--- src/rtl/dpp_pkg.sv ---
package dpp_pkg;

	localparam int QUEUE_DEPTH = 4;

	localparam logic [2:0] REG_PRINC_COL = 3'd0;
	localparam logic [2:0] REG_PRINC_ROW = 3'd1;
	localparam logic [2:0] REG_INV_FX    = 3'd2;
	localparam logic [2:0] REG_INV_FY    = 3'd3;
	localparam logic [2:0] REG_ROW_X     = 3'd4;
	localparam logic [2:0] REG_ROW_Y     = 3'd5;
	localparam logic [2:0] REG_ROW_Z     = 3'd6;
	localparam logic [2:0] REG_SHIFT     = 3'd7;

	localparam logic signed [63:0] POINT_MAX = 64'sd524287;
	localparam logic signed [63:0] POINT_MIN = -64'sd524288;

	localparam logic [2:0] CAM_STEP_LAST = 3'd5;
	localparam logic [2:0] ROW_TERM_LAST = 3'd4;
	localparam logic [1:0] ROW_LAST      = 2'd2;

	typedef struct packed {
		logic [15:0] princ_col;
		logic [15:0] princ_row;
		logic [23:0] inv_fx;
		logic [23:0] inv_fy;
		logic [63:0] row_x;
		logic [63:0] row_y;
		logic [63:0] row_z;
		logic [1:0]  shift;
	} cfg_t;

	typedef struct packed {
		logic        clear;
		logic        keep;
		logic [11:0] row;
		logic [11:0] col;
		logic [15:0] depth;
		logic [7:0]  red;
		logic [7:0]  green;
		logic [7:0]  blue;
	} item_t;

	typedef struct packed {
		logic signed [19:0] x;
		logic signed [19:0] y;
		logic signed [19:0] z;
		logic [7:0]         label;
		logic               overflow;
		logic [7:0]         red;
		logic [7:0]         green;
		logic [7:0]         blue;
	} result_t;

	typedef enum logic [1:0] {
		ST_IDLE,
		ST_SEARCH,
		ST_MATH,
		ST_HOLD
	} back_state_t;

endpackage

--- src/rtl/dpp_fifo.sv ---
module dpp_fifo (
	input  logic           clk,
	input  logic           arst_n,
	input  logic           push,
	input  dpp_pkg::item_t push_item,
	output logic           full,
	input  logic           pop,
	output dpp_pkg::item_t pop_item,
	output logic           empty
);

	localparam int AW = $clog2(dpp_pkg::QUEUE_DEPTH);

	dpp_pkg::item_t     entry_q [dpp_pkg::QUEUE_DEPTH];
	logic [AW-1:0]      wr_ptr_q;
	logic [AW-1:0]      rd_ptr_q;
	logic [AW:0]        level_q;

	assign full     = (level_q == (AW+1)'(dpp_pkg::QUEUE_DEPTH));
	assign empty    = (level_q == '0);
	assign pop_item = entry_q[rd_ptr_q];

	always_ff @(posedge clk or negedge arst_n) begin
		if (!arst_n) begin
			wr_ptr_q <= '0;
			rd_ptr_q <= '0;
			level_q  <= '0;
		end else begin
			if (push && !full) wr_ptr_q <= wr_ptr_q + 1'b1;
			if (pop && !empty) rd_ptr_q <= rd_ptr_q + 1'b1;
			case ({push && !full, pop && !empty})
				2'b10: level_q <= level_q + 1'b1;
				2'b01: level_q <= level_q - 1'b1;
				default: level_q <= level_q;
			endcase
		end
	end

	always_ff @(posedge clk) begin
		if (push && !full) entry_q[wr_ptr_q] <= push_item;
	end

endmodule

--- config.mk ---
export PLATFORM = sky130hd
export DESIGN_NAME = dpp_fifo
export DESIGN_NICKNAME = d
export VERILOG_FILES = /design/src/rtl/dpp_pkg.sv /design/src/rtl/dpp_fifo.sv
export SDC_FILE = /design/constraint.sdc
export NUM_CORES = 1
export LEC_CHECK = 0
export ABC_AREA = 1
export BUFFER_PORTS_ARGS = -buffer_cell sky130_fd_sc_hd__buf_2
export CAP_MARGIN = 20
export CORE_MARGIN = 3
export CORE_UTILIZATION = 45
export CTS_BUF_LIST = sky130_fd_sc_hd__clkbuf_16
export DETAILED_ROUTE_END_ITERATION = 16
export GPL_ROUTABILITY_DRIVEN = 0
export HOLD_SLACK_MARGIN = 0.06
export SYNTH_ARGS = -nofsm -noshare
export SYNTH_HDL_FRONTEND = slang
export SYNTH_SLANG_ARGS = --single-unit
--- constraint.sdc ---
create_clock -name clk -period 8 [get_ports clk]
set_clock_uncertainty 0.1 [all_clocks]
set_input_delay 0.8 -clock clk [delete_from_list [all_inputs] [get_ports clk]]
set_output_delay 0.8 -clock clk [all_outputs]
set_load 0.05 [all_outputs]
# Word level (Yosys, flattened, before mapping)
# Memories as Yosys holds them, arrays and structs flattened.
# Index checks and enable logic that the tools add are counted.
# word_totals
regBits,7
ram_bits,264
in_bits,70
out_inout_bits,68
word_cells,20
n_memories,1
# mem_list
memory,depth,width,rd,rd_ports_with_merged_regs,write_ports,line,source
entry_q,4,66,1,0,1,dpp_fifo.sv:14,dpp_pkg::item_t entry_q [dpp_pkg::QUEUE_DEPTH];
# classes
n_addsub,4
eq_ne,3
n_mux,3
reduce_logical,6
# op_table
op,count
one-hot mux 3 bit (2 select lines),1
"adder 2 x 1 -> 2 bit, second input constant",2
"adder 3 x 1 -> 3 bit, second input constant",1
"== test 3 bit, second input constant",1
zero test 3 bit,1
"subtractor 3 x 1 -> 3 bit, second input constant",1
"== test 2 x 1 -> 1 bit, second input constant",1
"== test 2 bit, second input constant",1
logical AND 1 bit,2
zero test 1 bit,2
two-way mux 1 bit,2
nonzero test 2 bit,1

# Longest topological paths before layout
# logic_depth
depth_word,5
depth_mapped,12
mapped_depth_nobuf,12

# Worst setup path before layout
# Ideal clock, no wire load.
# synth_path
path_kind,input to register
startpoint,input port push
endpoint,"memory entry_q[0][0] (netlist name), enable pin"
setup_time_ps,491
t_arrival_ps,3708
required_time_ps,7409
path_slack_ps,3701
path_stages,2
path_buffers,0
cell_sequence,nand2_1 -> nor2_1
# synth_between
elab_chain_len,3
# synth_rtl
element,line,source
"start, declared",dpp_fifo.sv:4,"input logic push,"
logical AND 1 bit,dpp_fifo.sv:40,if (push && !full) entry_q[wr_ptr_q] <= push_item;
two-way mux 1 bit,dpp_fifo.sv:40,
two-way mux 1 bit (implied by the code),dpp_fifo.sv:40,
"end, declared",dpp_fifo.sv:14,
# Every way passes these cells.

==> qor.yml <==
detailed_routing:
  vias_per_cell: 4.824
  vias: 6319
  drcViolationCount: 0
  dr.pass1.iters: 4
  wl_mm: 20.25
  final_antenna_net_count: 0
  wl_per_cell_um: 15.46
  drt_iter0_drc: 334
power_and_ir_drop:
  peakVddDrop_mv: 0.4963
  p_leak_nw: 5.214
  powerDensity_mw_per_mm2: 428.8
grt:
  grt_max_degree: 158
  grt_util_all_layers_pct: 15.44
  grt_pass1_vias: 6194
  grt_pass1_wl_mm: 32.24
  antenna_found_initial: 7
  gr-total-overflow: 0
yosys:
  yosysSeqAreaShare_pct: 73.08
  syn_nets: 908
  synth_edf_count: 264
  syn_inst: 832
  syn_area_mm2: 0.01109
  synth_most_common_cell: "edfxtp_1"
  synth_commonest_cells: "264 x edfxtp_1, 215 x nand2_1, 148 x inv_1"
  avgSynthCellArea_um2: 13.33
  ys.flop_type: "edfxtp_1"
  ys_warn_count: 0
  netlist.top_cell.by_area: "edfxtp_1"
  synth_seq_cells: 271
  async_flop_share_pct: 2.583
  yosysUniqueCellTypes: 18
  synth_area_leaders: "edfxtp_1 72%, o211ai_1 8.2%, nand2_1 7.3%, inv_1 5.0%, buf_6 3.0%"
  synth.top_cell.area_share_pct: 71.50
worst_setup_path:
  path_class: "reg2out"
  critPathMaxFanout: 157
  required_ns: 7.10
  start_kind: "flop"
  worstSetupEndpointType: "output pin"
  worstPathArrival_ns: 3.24
timing:
  drv_slew: 0
  max_slew_margin_pct: 29.97
  worst_pin_slew_ns: 1.050
  hold_slack_ns: 0.3777
  hold_violations: 0
  period_share_pct: 51.80
  period_minus_slack_ns: 4.144
  fmaxAchievable_mhz: 241.3
  setup_viol: 0
  tns_ns: 0
  rsz0062_at_grt: "no"
die:
  core-area_mm2: 0.02382
  rows: 56
  die_area_mm2: 0.02656
  io_pins: 138
  die_x_um: 163.0
  start_util_pct: 46.54
  fp.dieH_um: 163.0
final_layout:
  final_area_mm2: 0.01277
  fin_nets: 1042
  stdcell_count: 1310
  syn2layout_area_growth_pct: 15.15
  final_core_util_pct: 53.59
  drive_gt1_share_pct: 20.65
  nFillCells: 2028
clocking:
  ctsHtreeMaxLevel: 1
  clk-insertion-delay-late_ns: 0.53
  path_clk_slew_ns: 0.06
  cts-root-buf: "clkbuf_16"
  tritoncts: "built"
  numCtsBuffers: 29
  cts.sinks: 271
  cts_buffer_depth: 3
flow_run:
  drv_cap: 0
placement:
  hpwl_mm: 10.90
  dpl.cell_count: 1251
  post_dp_cell_area_mm2: 0.01185
  io_buffers: 137
outcome:
  status: "completed"
hold_path:
  holdCritPathClass: "in2reg"
metal layers:
metal,global-route usage [%],part of all wire [%],vias up
met5,0,0.14,-
met4,4.921,2.1,8
met3,3.688,5.3,39
met2,25.84,49,112
met1,20.02,43,3006
li1,-,-,3154
logic make-up after synthesis:
family,after synthesis,share of synthesized area [%]
flops,271,73.08
xor+xnor,1,0.07901
compound gates,133,9.480
buf+inv,194,8.825
simple gates,227,7.787
fa+ha+maj,6,0.7448
flip-flops by register name (all words and copies together) (netlist names):
| signal | flops |
|---|---|
| entry_q | 264 |
| level_q | 3 |
| rd_ptr_q | 2 |
| wr_ptr_q | 2 |
cell usage in the layout, fill, tap and decap left out:
| cell type | instances |
|---|---|
| buf_2 | 137 |
| diode_2 | 3 |
| nand3_1 | 7 |
| ha_1 | 5 |
| nand4_1 | 1 |
| xnor2_1 | 1 |
| clkbuf_16 | 29 |
| fa_1 | 1 |
| o21ai_0 | 1 |
| buf_4 | 7 |
| buf_12 | 2 |
| inv_8 | 1 |
| bufinv_16 | 1 |
| o211ai_2 | 11 |
| dfrtp_1 | 6 |
| o211ai_1 | 121 |
| clkinvlp_4 | 1 |
| nand2_1 | 215 |
| inv_1 | 154 |
| inv_2 | 1 |
| nor2_4 | 4 |
| clkinv_1 | 7 |
| dlygate4sd3_1 | 1 |
| inv_6 | 1 |
| edfxtp_1 | 264 |
| clkinv_2 | 8 |
| dfrtp_2 | 1 |
metrics by stage:
step           total power [mW]  setup WS, ns
5_1_grt                   5.810         3.576
3_3_place_gp              4.324         4.520
2_1_floorplan             3.931         3.701
4_1_cts                   5.545         3.899
6_report                  5.473         3.856
3_5_place_dp              4.341         4.474
layout make-up:
cell class | count | area [um^2] | area share (%)
Sequential cell | 271 | 8104 | 63.48
Multi-Input combinational cell | 367 | 2036 | 15.95
Timing Repair Buffer | 147 | 788.3 | 6.175
Clock buffer | 29 | 725.7 | 5.685
Inverter | 150 | 570.5 | 4.469
Tap cell | 319 | 399.1 | 3.127
Clock inverter | 24 | 135.1 | 1.059
Antenna cell | 3 | 7.507 | 0.05881
power breakdown:
part / switching, mW / leakage [nW] / internal [mW] / total [mW]
Clock: 0.509 / 0.450 / 0.686 / 1.19
Sequential: 0.0630 / 2.50 / 1.87 / 1.93
Combinational: 1.84 / 2.26 / 0.505 / 2.34
timing repair:
item | 4_1_cts | 5_1_grt
resized for setup | 0 | 0
hold buffers | 1 | 0
hold endpoints to repair | 7 | 0
buffers inserted | 0 | 0
path summary, 6_finish.rpt:
kind                             endpoint  cells after the start          from  slack, ns
hold / removal              entry_q[2][3]                      1  push_item[3]       0.38
max in group asynchronous     rd_ptr_q[1]                      2        arst_n       7.09
setup / recovery             pop_item[65]                      6   rd_ptr_q[0]       3.86
min in group asynchronous     wr_ptr_q[1]                      2        arst_n       0.53
hold reg to reg                level_q[0]                      1    level_q[0]       0.38
setup reg to reg           entry_q[3][54]                      6    level_q[0]       5.43
worst max-delay path, cell delays in order, from the launching register on:
cell      delay [ns]
dfrtp_1         0.45
inv_8           0.55
buf_4           0.88
nand2_1         0.11
o211ai_1        0.13
nand2_1         0.11
buf_2           0.23
No activity file was read; power rests on OpenSTA's default activity.
