==> config.mk <==
export PLATFORM = sky130hd
export DESIGN_NAME = dpp_front
export DESIGN_NICKNAME = d
export VERILOG_FILES = /design/src/rtl/dpp_pkg.sv /design/src/rtl/dpp_front.sv
export SDC_FILE = /design/constraint.sdc
export NUM_CORES = 1
export LEC_CHECK = 0
export BUFFER_PORTS_ARGS = -buffer_cell sky130_fd_sc_hd__buf_2
export CORE_MARGIN = 4
export CORE_UTILIZATION = 24
export DETAILED_ROUTE_END_ITERATION = 8
export PLACE_DENSITY = 0.86
export SETUP_SLACK_MARGIN = 0.5
export SLEW_MARGIN = 25
export SYNTH_ARGS = -nofsm -noshare
export SYNTH_HDL_FRONTEND = slang
export SYNTH_SLANG_ARGS = --single-unit
export TNS_END_PERCENT = 10
==> constraint.sdc <==
create_clock -name vclk -period 1.6
set_input_delay 0.32 -clock vclk [all_inputs]
set_output_delay 0.32 -clock vclk [all_outputs]
set_load 0.05 [all_outputs]
==> src/rtl/dpp_pkg.sv <==
package dpp_pkg;

	localparam int QUEUE_DEPTH = 4;

	localparam logic [2:0] REG_PRINC_COL = 3'd0;
	localparam logic [2:0] REG_PRINC_ROW = 3'd1;
	localparam logic [2:0] REG_INV_FX    = 3'd2;
	localparam logic [2:0] REG_INV_FY    = 3'd3;
	localparam logic [2:0] REG_ROW_X     = 3'd4;
	localparam logic [2:0] REG_ROW_Y     = 3'd5;
	localparam logic [2:0] REG_ROW_Z     = 3'd6;
	localparam logic [2:0] REG_SHIFT     = 3'd7;

	localparam logic signed [63:0] POINT_MAX = 64'sd524287;
	localparam logic signed [63:0] POINT_MIN = -64'sd524288;

	localparam logic [2:0] CAM_STEP_LAST = 3'd5;
	localparam logic [2:0] ROW_TERM_LAST = 3'd4;
	localparam logic [1:0] ROW_LAST      = 2'd2;

	typedef struct packed {
		logic [15:0] princ_col;
		logic [15:0] princ_row;
		logic [23:0] inv_fx;
		logic [23:0] inv_fy;
		logic [63:0] row_x;
		logic [63:0] row_y;
		logic [63:0] row_z;
		logic [1:0]  shift;
	} cfg_t;

	typedef struct packed {
		logic        clear;
		logic        keep;
		logic [11:0] row;
		logic [11:0] col;
		logic [15:0] depth;
		logic [7:0]  red;
		logic [7:0]  green;
		logic [7:0]  blue;
	} item_t;

	typedef struct packed {
		logic signed [19:0] x;
		logic signed [19:0] y;
		logic signed [19:0] z;
		logic [7:0]         label;
		logic               overflow;
		logic [7:0]         red;
		logic [7:0]         green;
		logic [7:0]         blue;
	} result_t;

	typedef enum logic [1:0] {
		ST_IDLE,
		ST_SEARCH,
		ST_MATH,
		ST_HOLD
	} back_state_t;

endpackage

==> src/rtl/dpp_front.sv <==
module dpp_front (
	input  logic              s_tvalid,
	output logic              s_tready,
	input  logic [71:0]       s_tdata,
	input  logic              s_tuser,
	input  logic [1:0]        shift,
	input  logic              queue_full,
	output logic              push,
	output dpp_pkg::item_t    push_item
);

	logic [2:0] step_mask;
	logic       on_grid;
	logic       keep;

	always_comb begin
		case (shift)
			2'd0: step_mask = 3'b000;
			2'd1: step_mask = 3'b001;
			2'd2: step_mask = 3'b011;
			default: step_mask = 3'b111;
		endcase
	end

	assign on_grid = ((s_tdata[2:0] & step_mask) == 3'b000) &&
			((s_tdata[14:12] & step_mask) == 3'b000);
	assign keep = on_grid && (s_tdata[39:24] != 16'd0) && (s_tdata[47:40] != 8'd0);

	assign s_tready = !queue_full;
	// queue only what the back end must see: kept pixels and table clears
	assign push = s_tvalid && !queue_full && (keep || s_tuser);

	always_comb begin
		push_item.clear = s_tuser;
		push_item.keep  = keep;
		push_item.row   = s_tdata[11:0];
		push_item.col   = s_tdata[23:12];
		push_item.depth = s_tdata[39:24];
		push_item.red   = s_tdata[55:48];
		push_item.green = s_tdata[63:56];
		push_item.blue  = s_tdata[71:64];
	end

endmodule

; Word-level counts from Yosys, hierarchy flattened
; Index checks and enable logic that the tools add are counted.
; W data, S select, Z words.
[word_totals]
ff_bits = 0
word_cells = 17
[op_classes]
eq_ne = 2
n_mux = 1
bitwise = 2
reduce_logical = 12
[ops]
columns = cell, count
row1 = $reduce_bool A16 Y1, 1
row2 = $pmux W3 S3, 1
row3 = $reduce_bool A8 Y1, 1
row4 = $and A3 B3 Y3, 2
row5 = $logic_not A3 Y1, 2
row6 = $logic_and A1 B1 Y1, 5
row7 = $eq A2 B1 Y1 const B, 1
row8 = $eq A2 B2 Y1 const B, 1
row9 = $logic_not A2 Y1, 1
row10 = $logic_not A1 Y1, 1
row11 = $logic_or A1 B1 Y1, 1

; Logic depth before layout (Yosys ltp)
; Gate-level depths: netlist of the first run.
[depth]
depth_word = 9
mapped_depth = 4
mapped_depth_nobuf = 3

; Least setup slack after synthesis of the first run
; No wires, ideal clock.
[synth_path]
kind = input-to-output
from = input s_tdata[1]
to = output push
arrival_time_ns = 1.717
t_required_ns = 1.280
setup_slack_ns = -0.437
path_stages = 3
path_buffers = 0
cell_sequence = nor4_1 > a22oi_1 > o41ai_2
[synth_via]
elab_chain_len = 7
[synth_rtl]
columns = item, line
row1 = from (decl), dpp_front.sv:4  ; input logic [71:0] s_tdata,
row2 = $and A3 B3 Y3, dpp_front.sv:25  ; assign on_grid = ((s_tdata[2:0] & step_mask) == 3'b000) &&
row3 = $logic_not A3 Y1, dpp_front.sv:25
row4 = $logic_and A1 B1 Y1, dpp_front.sv:25
row5 = $logic_and A1 B1 Y1 (2 in a row), dpp_front.sv:27  ; assign keep = on_grid && (s_tdata[39:24] != 16'd0) && (s_tdata[47:40] != 8'd0);
row6 = $logic_or A1 B1 Y1, dpp_front.sv:31  ; assign push = s_tvalid && !queue_full && (keep || s_tuser);
row7 = $logic_and A1 B1 Y1, dpp_front.sv:31
row8 = to (decl), dpp_front.sv:8  ; output logic push,
; No other way between the ends.

; Final worst setup path of the first run
[layout_path]
from = input s_tdata[46]
to = output push
[layout_via]
elab_chain_len = 4
[layout_rtl]
columns = item, line
row1 = $reduce_bool A8 Y1, dpp_front.sv:27
row2 = $logic_and A1 B1 Y1, dpp_front.sv:27
row3 = $logic_or A1 B1 Y1, dpp_front.sv:31
row4 = $logic_and A1 B1 Y1, dpp_front.sv:31
; No other way between the ends.

==> results of run 1 <==
[critical path: stages]
cell,delay [ps]
buf_6,90
or4_4,530
nor2_4,160
o41ai_4,90
buf_6,160
[power breakdown]
part | switching (mW) | leakage (nW) | internal, mW
registers | 0 | 0 | 0
logic | 0.176 | 0.298 | 0.0759
clock network | 0 | 0 | 0
[cell type report]
type                       count  share of cell area, %
multi-input combinational     16                   30.4
timing repair buffer          62                   61.0
tap                           30                   6.65
inverter                       2                   2.00
[cells in the final DEF (no fill, tap or decap), types with 2 or more instances in the layout]
cell type / count
buf_6: 5
nor4_2: 2
buf_2: 56
o21ai_0: 2
or4_4: 2
nor4_1: 2
[stage by stage]
stage                     instance area [µm²]  utilization (%)
after floorplan                           651                -
after global placement                    505             20.6
after detailed placement                  505             20.6
after CTS                                 536             21.8
after global routing                      564             23.0
final                                     564             23.0
[cell families (layout without fill, tap and decap cells)]
family,count (synthesis),after routing,share of synthesized area (%)
buffers and inverters,68,64,81.7
AO/OA/AOI/OAI,4,4,5.49
AND/OR/NAND/NOR,12,12,12.8
[how the worst min path moves through the flow]
stage | endpoint | startpoint | slack (ps)
2_1_floorplan | push_item[0] | s_tdata[64] | 810
3_3_place_gp | push_item[18] | s_tdata[50] | 640
3_5_place_dp | push_item[18] | s_tdata[50] | 640
4_1_cts | push_item[18] | s_tdata[50] | 640
5_1_grt | push_item[11] | s_tdata[59] | 640
6_report | push_item[11] | s_tdata[59] | 640
[timing repair]
item | in CTS | in global routing
pin swaps | 3 | 6
hold buffers | 0 | 0
resized for setup | 7 | 7
hold endpoints to repair | 0 | 0
endpoints found under the setup margin | 2 | 2
[metal layers]
layer	track usage, %	routed length, µm	vias to the layer above
li1	-	-	202
met1	6.68	429	188
met2	15.0	853	68
met3	5.04	384	14
met4	4.85	102	0
met5	0	0	-
==> impl_metrics.tcl, run 1 <==
set metrics [dict create \
    synth_commonest_cells "buf_4 (66), nor4_1 (5), inv_1 (2), o21ai_0 (2)" \
    violations "setup timing" \
    seq_cells 0 \
    worstHoldPathCells 0 \
    synth.most_common_cell "buf_4" \
    post-route-period-util_pct 105 \
    die-area_mm2 0.00344 \
    fin_ws_ps -72.8 \
    gp_congestion 0.573 \
    yosysSeqAreaShare_pct 0 \
    die_w_um 58.6 \
    regArea_um2 0 \
    layout-drive-gt1-share_pct 91.3 \
    antenna_cells 0 \
    synth.net_count 161 \
    wl_um 1770 \
    avgViaCountPerCell 4.29 \
    status "complete, but fails checks" \
    worst_pin_slew_ps 273 \
    crit_start "s_tdata[46]" \
    max_freq_ghz 0.598 \
    setup_viol 2 \
    crit_arrival_ps 1350 \
    syn_to_final_growth_pct -8.33 \
    finalNonFillerCells 110 \
    hp-class "input port to output pin" \
    place_inst 110 \
    setup_tns_ps -115 \
    die_h_um 58.6 \
    wl_per_cell_um 16.1 \
    ys.warnings.count 0 \
    ys_top_cells_by_area "buf_4 (80%), nor4_1 (5.1%), o41ai_2 (2.6%)" \
    firstDrtPassIters 2 \
    synth_top_area_cell "buf_4" \
    overflow 0 \
    nClkBuffers 0 \
    syn_area_um2 616 \
    worstSetupEndpointType "output pin" \
    cp.required_ps 1280 \
    fillers 280 \
    core_area_mm2 0.00245 \
    dr.first_iter.drc_count 4 \
    vias 472 \
    antenna_found_initial 0 \
    numPortBuffers 61 \
    grt_use_total_pct 8.25 \
    rsz0062_at_grt "yes" \
    slew_headroom_pct 81.9 \
    critPathMaxFanout 2 \
    total_power_uw 252 \
    grt_max_degree 4 \
    syn_area_per_cell_um2 7.33 \
    grt_pass1_vias 449 \
    endpoint "push" \
    cp-start-kind "input port" \
    cellPowerDensity_mw_per_mm2 446 \
    synth_cell_types 13 \
    critPathKind "input port to output pin" \
    maxSlewViolCount 0 \
    multi_input_area_um2 171 \
    synth_top_area_share_pct 80.5 \
    fin_nets 159 \
    grt_first_pass_wirelength_um 2210 \
    drcViolationCount 0 \
    place_ws_ps -182 \
    finalHoldViolCount 0 \
    max_cap_violations 0 \
    pin_count 145 \
    synth_cells 84 \
    ir_drop_v 0.000154 \
    postCtsSetupBuffers 0 \
    hold-worst-slack_ps 640 \
    ant_nets 0 \
    period_needed_ps 1670 \
    power.leakage_nw 0.298 \
    initial_core_util_pct 25.1 \
    row_count 18 \
]
Power figures use the tool's default switching activity.
==> run 2, diff against run 1 <==
--- a/config.mk
+++ b/config.mk
@@ -7,4 +7,5 @@
 export LEC_CHECK = 0
 export BUFFER_PORTS_ARGS = -buffer_cell sky130_fd_sc_hd__buf_2
+export CORE_ASPECT_RATIO = 0.9
 export CORE_MARGIN = 4
 export CORE_UTILIZATION = 24
==> constraint.sdc (replaced) <==
create_clock -name vclk -period 1.6
set_input_delay 0.32 -clock vclk [all_inputs]
set_output_delay 0.32 -clock vclk [all_outputs]
set_load 0.02 [all_outputs]
==> impl_metrics.tcl, run 2 (synthesis gave the netlist of run 1 again) <==
set metrics [dict create \
    post-route-period-util_pct 103 \
    critPathMaxFanout 2 \
    worstHoldPathCells 0 \
    cp_top_family "simple AND/OR/NAND/NOR gates" \
    dpl_cell_area_um2 493 \
    ant_nets 0 \
    hold_path_end "push_item[11]" \
    wl_um 1450 \
    cp.required_ps 1280 \
    violations "setup timing" \
    postCtsSetupBuffers 0 \
    grt_max_degree 4 \
    die_h_um 56.0 \
    crit_start "s_tdata[46]" \
    finalHoldViolCount 0 \
    setup_viol 2 \
    path_cells "buf_6, or4_4, nor2_4, o41ai_4, buf_4" \
    max_cap_violations 0 \
    pin_count 145 \
    cellPowerDensity_mw_per_mm2 303 \
    regArea_um2 0 \
    crit_arrival_ps 1340 \
    hp-start "s_tdata[59]" \
    drcViolationCount 0 \
    dr.first_iter.drc_count 1 \
    hp-class "input port to output pin" \
    fillers 269 \
    grt_first_pass_wirelength_um 1660 \
    final_cell_mix "buf_2 (56), nor4_1 (3), buf_6 (3), buf_4 (3)" \
    syn_to_final_growth_pct -11.6 \
    grt_use_total_pct 5.83 \
    avgViaCountPerCell 4.37 \
    vias 472 \
    overflow 0 \
    worst-path-buf-inv 2 \
    gp_congestion 0.632 \
    seq_cells 0 \
    slew_headroom_pct 82.8 \
    total_power_uw 165 \
    worstSetupEndpointType "output pin" \
    layout-drive-gt1-share_pct 88.8 \
    fin_ws_ps -55.1 \
    final_common_cell "buf_2" \
    fin_nets 159 \
    max_freq_ghz 0.604 \
    die_w_um 61.4 \
    maxSlewViolCount 0 \
    wl_per_cell_um 13.4 \
    status "complete, but fails checks" \
    numPortBuffers 61 \
    nClkBuffers 0 \
    worst_pin_slew_ps 255 \
    cpMaxStageDelayCell "or4_4" \
    fin_area_um2 544 \
    place_ws_ps -92.8 \
    critPathKind "input port to output pin" \
    antenna_found_initial 0 \
    initial_core_util_pct 25.2 \
    rsz0062_at_grt "yes" \
    finalNonFillerCells 108 \
    grt_pass1_vias 412 \
    ir_drop_v 0.000127 \
    critPathMaxStageDelay_ps 540 \
    row_count 17 \
    cp-start-kind "input port" \
    antenna_cells 0 \
    die-area_mm2 0.00344 \
    firstDrtPassIters 2 \
    core_area_mm2 0.00245 \
    power.leakage_nw 0.296 \
    fin_util_pct 22.3 \
    place_inst 108 \
    hpwl_um 1220 \
    period_needed_ps 1660 \
]
run 2: changes by cell type in the layout (fill, tap and decap cells not counted), sizes merged:
cell and delta:
inv +1, clkinvlp -1
run 2: power by group:
group          internal, mW  total [mW]  switching (mW)
registers                 0           0               0
clock network             0           0               0
logic                0.0741       0.165          0.0908
run 2: layout make-up:
| type | count | area [µm²] | area share [%] |
|---|---|---|---|
| timing repair buffer | 62 | 337 | 61.8 |
| multi-input combinational | 16 | 165 | 30.3 |
| tap | 28 | 35.0 | 6.44 |
| inverter | 2 | 7.51 | 1.38 |
run 2: worst max-delay path by stage:
| stage | to | slack, ps | depth (start not counted) |
|---|---|---|---|
| after global placement | push | -80 | 5 |
| after floorplan | push_item[64] | 70 | 4 |
| after global routing | push | -120 | 5 |
| after detailed placement | push | -90 | 5 |
| after CTS | push | -60 | 5 |
| final | push | -60 | 5 |
run 2: through the flow:
| step | hold slack, ps | TNS (ps) |
|---|---|---|
| 2_1_floorplan | 732 | 0 |
| 3_3_place_gp | 640 | -125 |
| 3_5_place_dp | 640 | -144 |
| 4_1_cts | 640 | -111 |
| 5_1_grt | 640 | -210 |
| 6_report | 640 | -84.2 |
run 2: per-layer routing:
layer / vias to the layer above / track usage [%] / wire length, µm / part of all wire, %
met5: - / 0 / 0 / 0
met4: 0 / 5.45 / 97 / 6.7
met3: 18 / 3.94 / 348 / 24
met2: 57 / 10.3 / 682 / 47
met1: 194 / 3.54 / 322 / 22
li1: 203 / - / - / -
run 2: repair_timing:
item | 4_1_cts | 5_1_grt
pin swaps | 5 | 3
setup endpoints to repair | 2 | 2
endpoints found under the hold margin | 0 | 0
gates resized for setup | 5 | 5
hold buffers | 0 | 0
==> run 3, diff against run 2 <==
CELL_PAD_IN_SITES_DETAIL_PLACEMENT = 0   (was not set)
CELL_PAD_IN_SITES_GLOBAL_PLACEMENT = 2   (was not set)
CORE_UTILIZATION = 10   (was 24)
PLACE_DENSITY = not set   (was 0.86)
PLACE_DENSITY_LB_ADDON = 0.1   (was not set)
==> impl_metrics.tcl, run 3 (synthesis gave the netlist of run 1 again) <==
set metrics [dict create \
    crit_start "s_tdata[42]" \
    antenna_found_initial 0 \
    fin_nets 163 \
    slew_headroom_pct 82.5 \
    final_cell_mix "buf_2 (56), buf_4 (7), buf_6 (3)" \
    firstDrtPassIters 1 \
    grt_use_total_pct 3.60 \
    period_needed_ps 1690 \
    die-area_mm2 0.00748 \
    cpMaxStageDelayCell "or4_4" \
    die_w_um 90.7 \
    rsz0062_at_grt "yes" \
    regArea_um2 0 \
    critPathKind "input port to output pin" \
    seq_cells 0 \
    wl_per_cell_um 10.7 \
    final_common_cell "buf_2" \
    vias 481 \
    row_count 26 \
    nClkBuffers 0 \
    syn_to_final_growth_pct 5.49 \
    cp.required_ps 1280 \
    overflow 0 \
    finalHoldViolCount 0 \
    fin_ws_ps -86.8 \
    die_h_um 82.4 \
    path_cells "buf_6, or4_4, nor2_4, o41ai_4, buf_4" \
    grt_first_pass_wirelength_um 2260 \
    pin_count 145 \
    antenna_cells 0 \
    critPathMaxFanout 2 \
    max_cap_violations 0 \
    layout-drive-gt1-share_pct 91.7 \
    hp-class "input port to output pin" \
    setup_tns_ps -117 \
    initial_core_util_pct 10.6 \
    place_inst 154 \
    max_freq_ghz 0.593 \
    maxSlewViolCount 0 \
    hp-start "s_tdata[52]" \
    drcViolationCount 0 \
    cellPowerDensity_mw_per_mm2 275 \
    status "complete, but fails checks" \
    grt_max_degree 4 \
    worstHoldPathCells 0 \
    hold-worst-slack_ps 640 \
    violations "setup timing" \
    critPathMaxStageDelay_ps 530 \
    postCtsSetupBuffers 0 \
    avgViaCountPerCell 3.12 \
    dr.first_iter.drc_count 0 \
    place_ws_ps -194 \
    wl_um 1650 \
    gp_congestion 0.586 \
    power.leakage_nw 0.322 \
    core_area_mm2 0.00582 \
    grt_pass1_vias 494 \
    cp-start-kind "input port" \
    fin_util_pct 11.2 \
    ant_nets 0 \
    crit_arrival_ps 1370 \
    worstSetupEndpointType "output pin" \
    hold_path_end "push_item[20]" \
    ir_drop_v 0.0000651 \
    numPortBuffers 61 \
    worst_pin_slew_ps 260 \
    finalNonFillerCells 154 \
    fillers 671 \
    post-route-period-util_pct 105 \
    setup_viol 2 \
]
==> run 3: layout make-up <==
cell class	instances	area (µm²)	share of cell area, %
Timing Repair Buffer	66	367	56.5
Tap cell	70	87.6	13.5
Inverter	2	7.51	1.16
Multi-Input combinational cell	16	188	28.9
==> run 3: power breakdown <==
group	leakage (nW)	switching, mW	internal (mW)	total, mW
clock	0	0	0	0
combinational	0.322	0.0984	0.0804	0.179
sequential	0	0	0	0
total	0.322	0.0984	0.0804	0.179
==> run 3: worst max path at each step <==
stage | depth (start not counted) | end
5_1_grt | 5 | push
3_5_place_dp | 5 | push
4_1_cts | 5 | push
2_1_floorplan | 4 | push_item[64]
3_3_place_gp | 5 | push
6_report | 5 | push
==> run 3: what timing repair did <==
item	in CTS	in global routing
resized for setup	9	5
endpoints found under the setup margin	2	2
pin swaps	5	3
hold buffers	0	0
==> run 3: critical path, delay by kind of cell <==
family / cells / cell delay, ps
and+or+nand+nor: 2 / 690
buffers and inverters: 2 / 260
AOI/OAI and AO/OA: 1 / 100
==> run 3: layer usage <==
layer / part of all wire [%] / track usage, %
met1: 33 / 3.44
met2: 51 / 6.96
met3: 16 / 1.63
met4: 1.0 / 1.22
met5: 0 / 0
==> run 3: through the flow <==
step                total power, mW  cell area (µm²)
finish                        0.179              649
global route                  0.193              649
CTS                           0.174              616
detailed placement            0.163              576
global placement              0.164              576
floorplan                     0.264              641
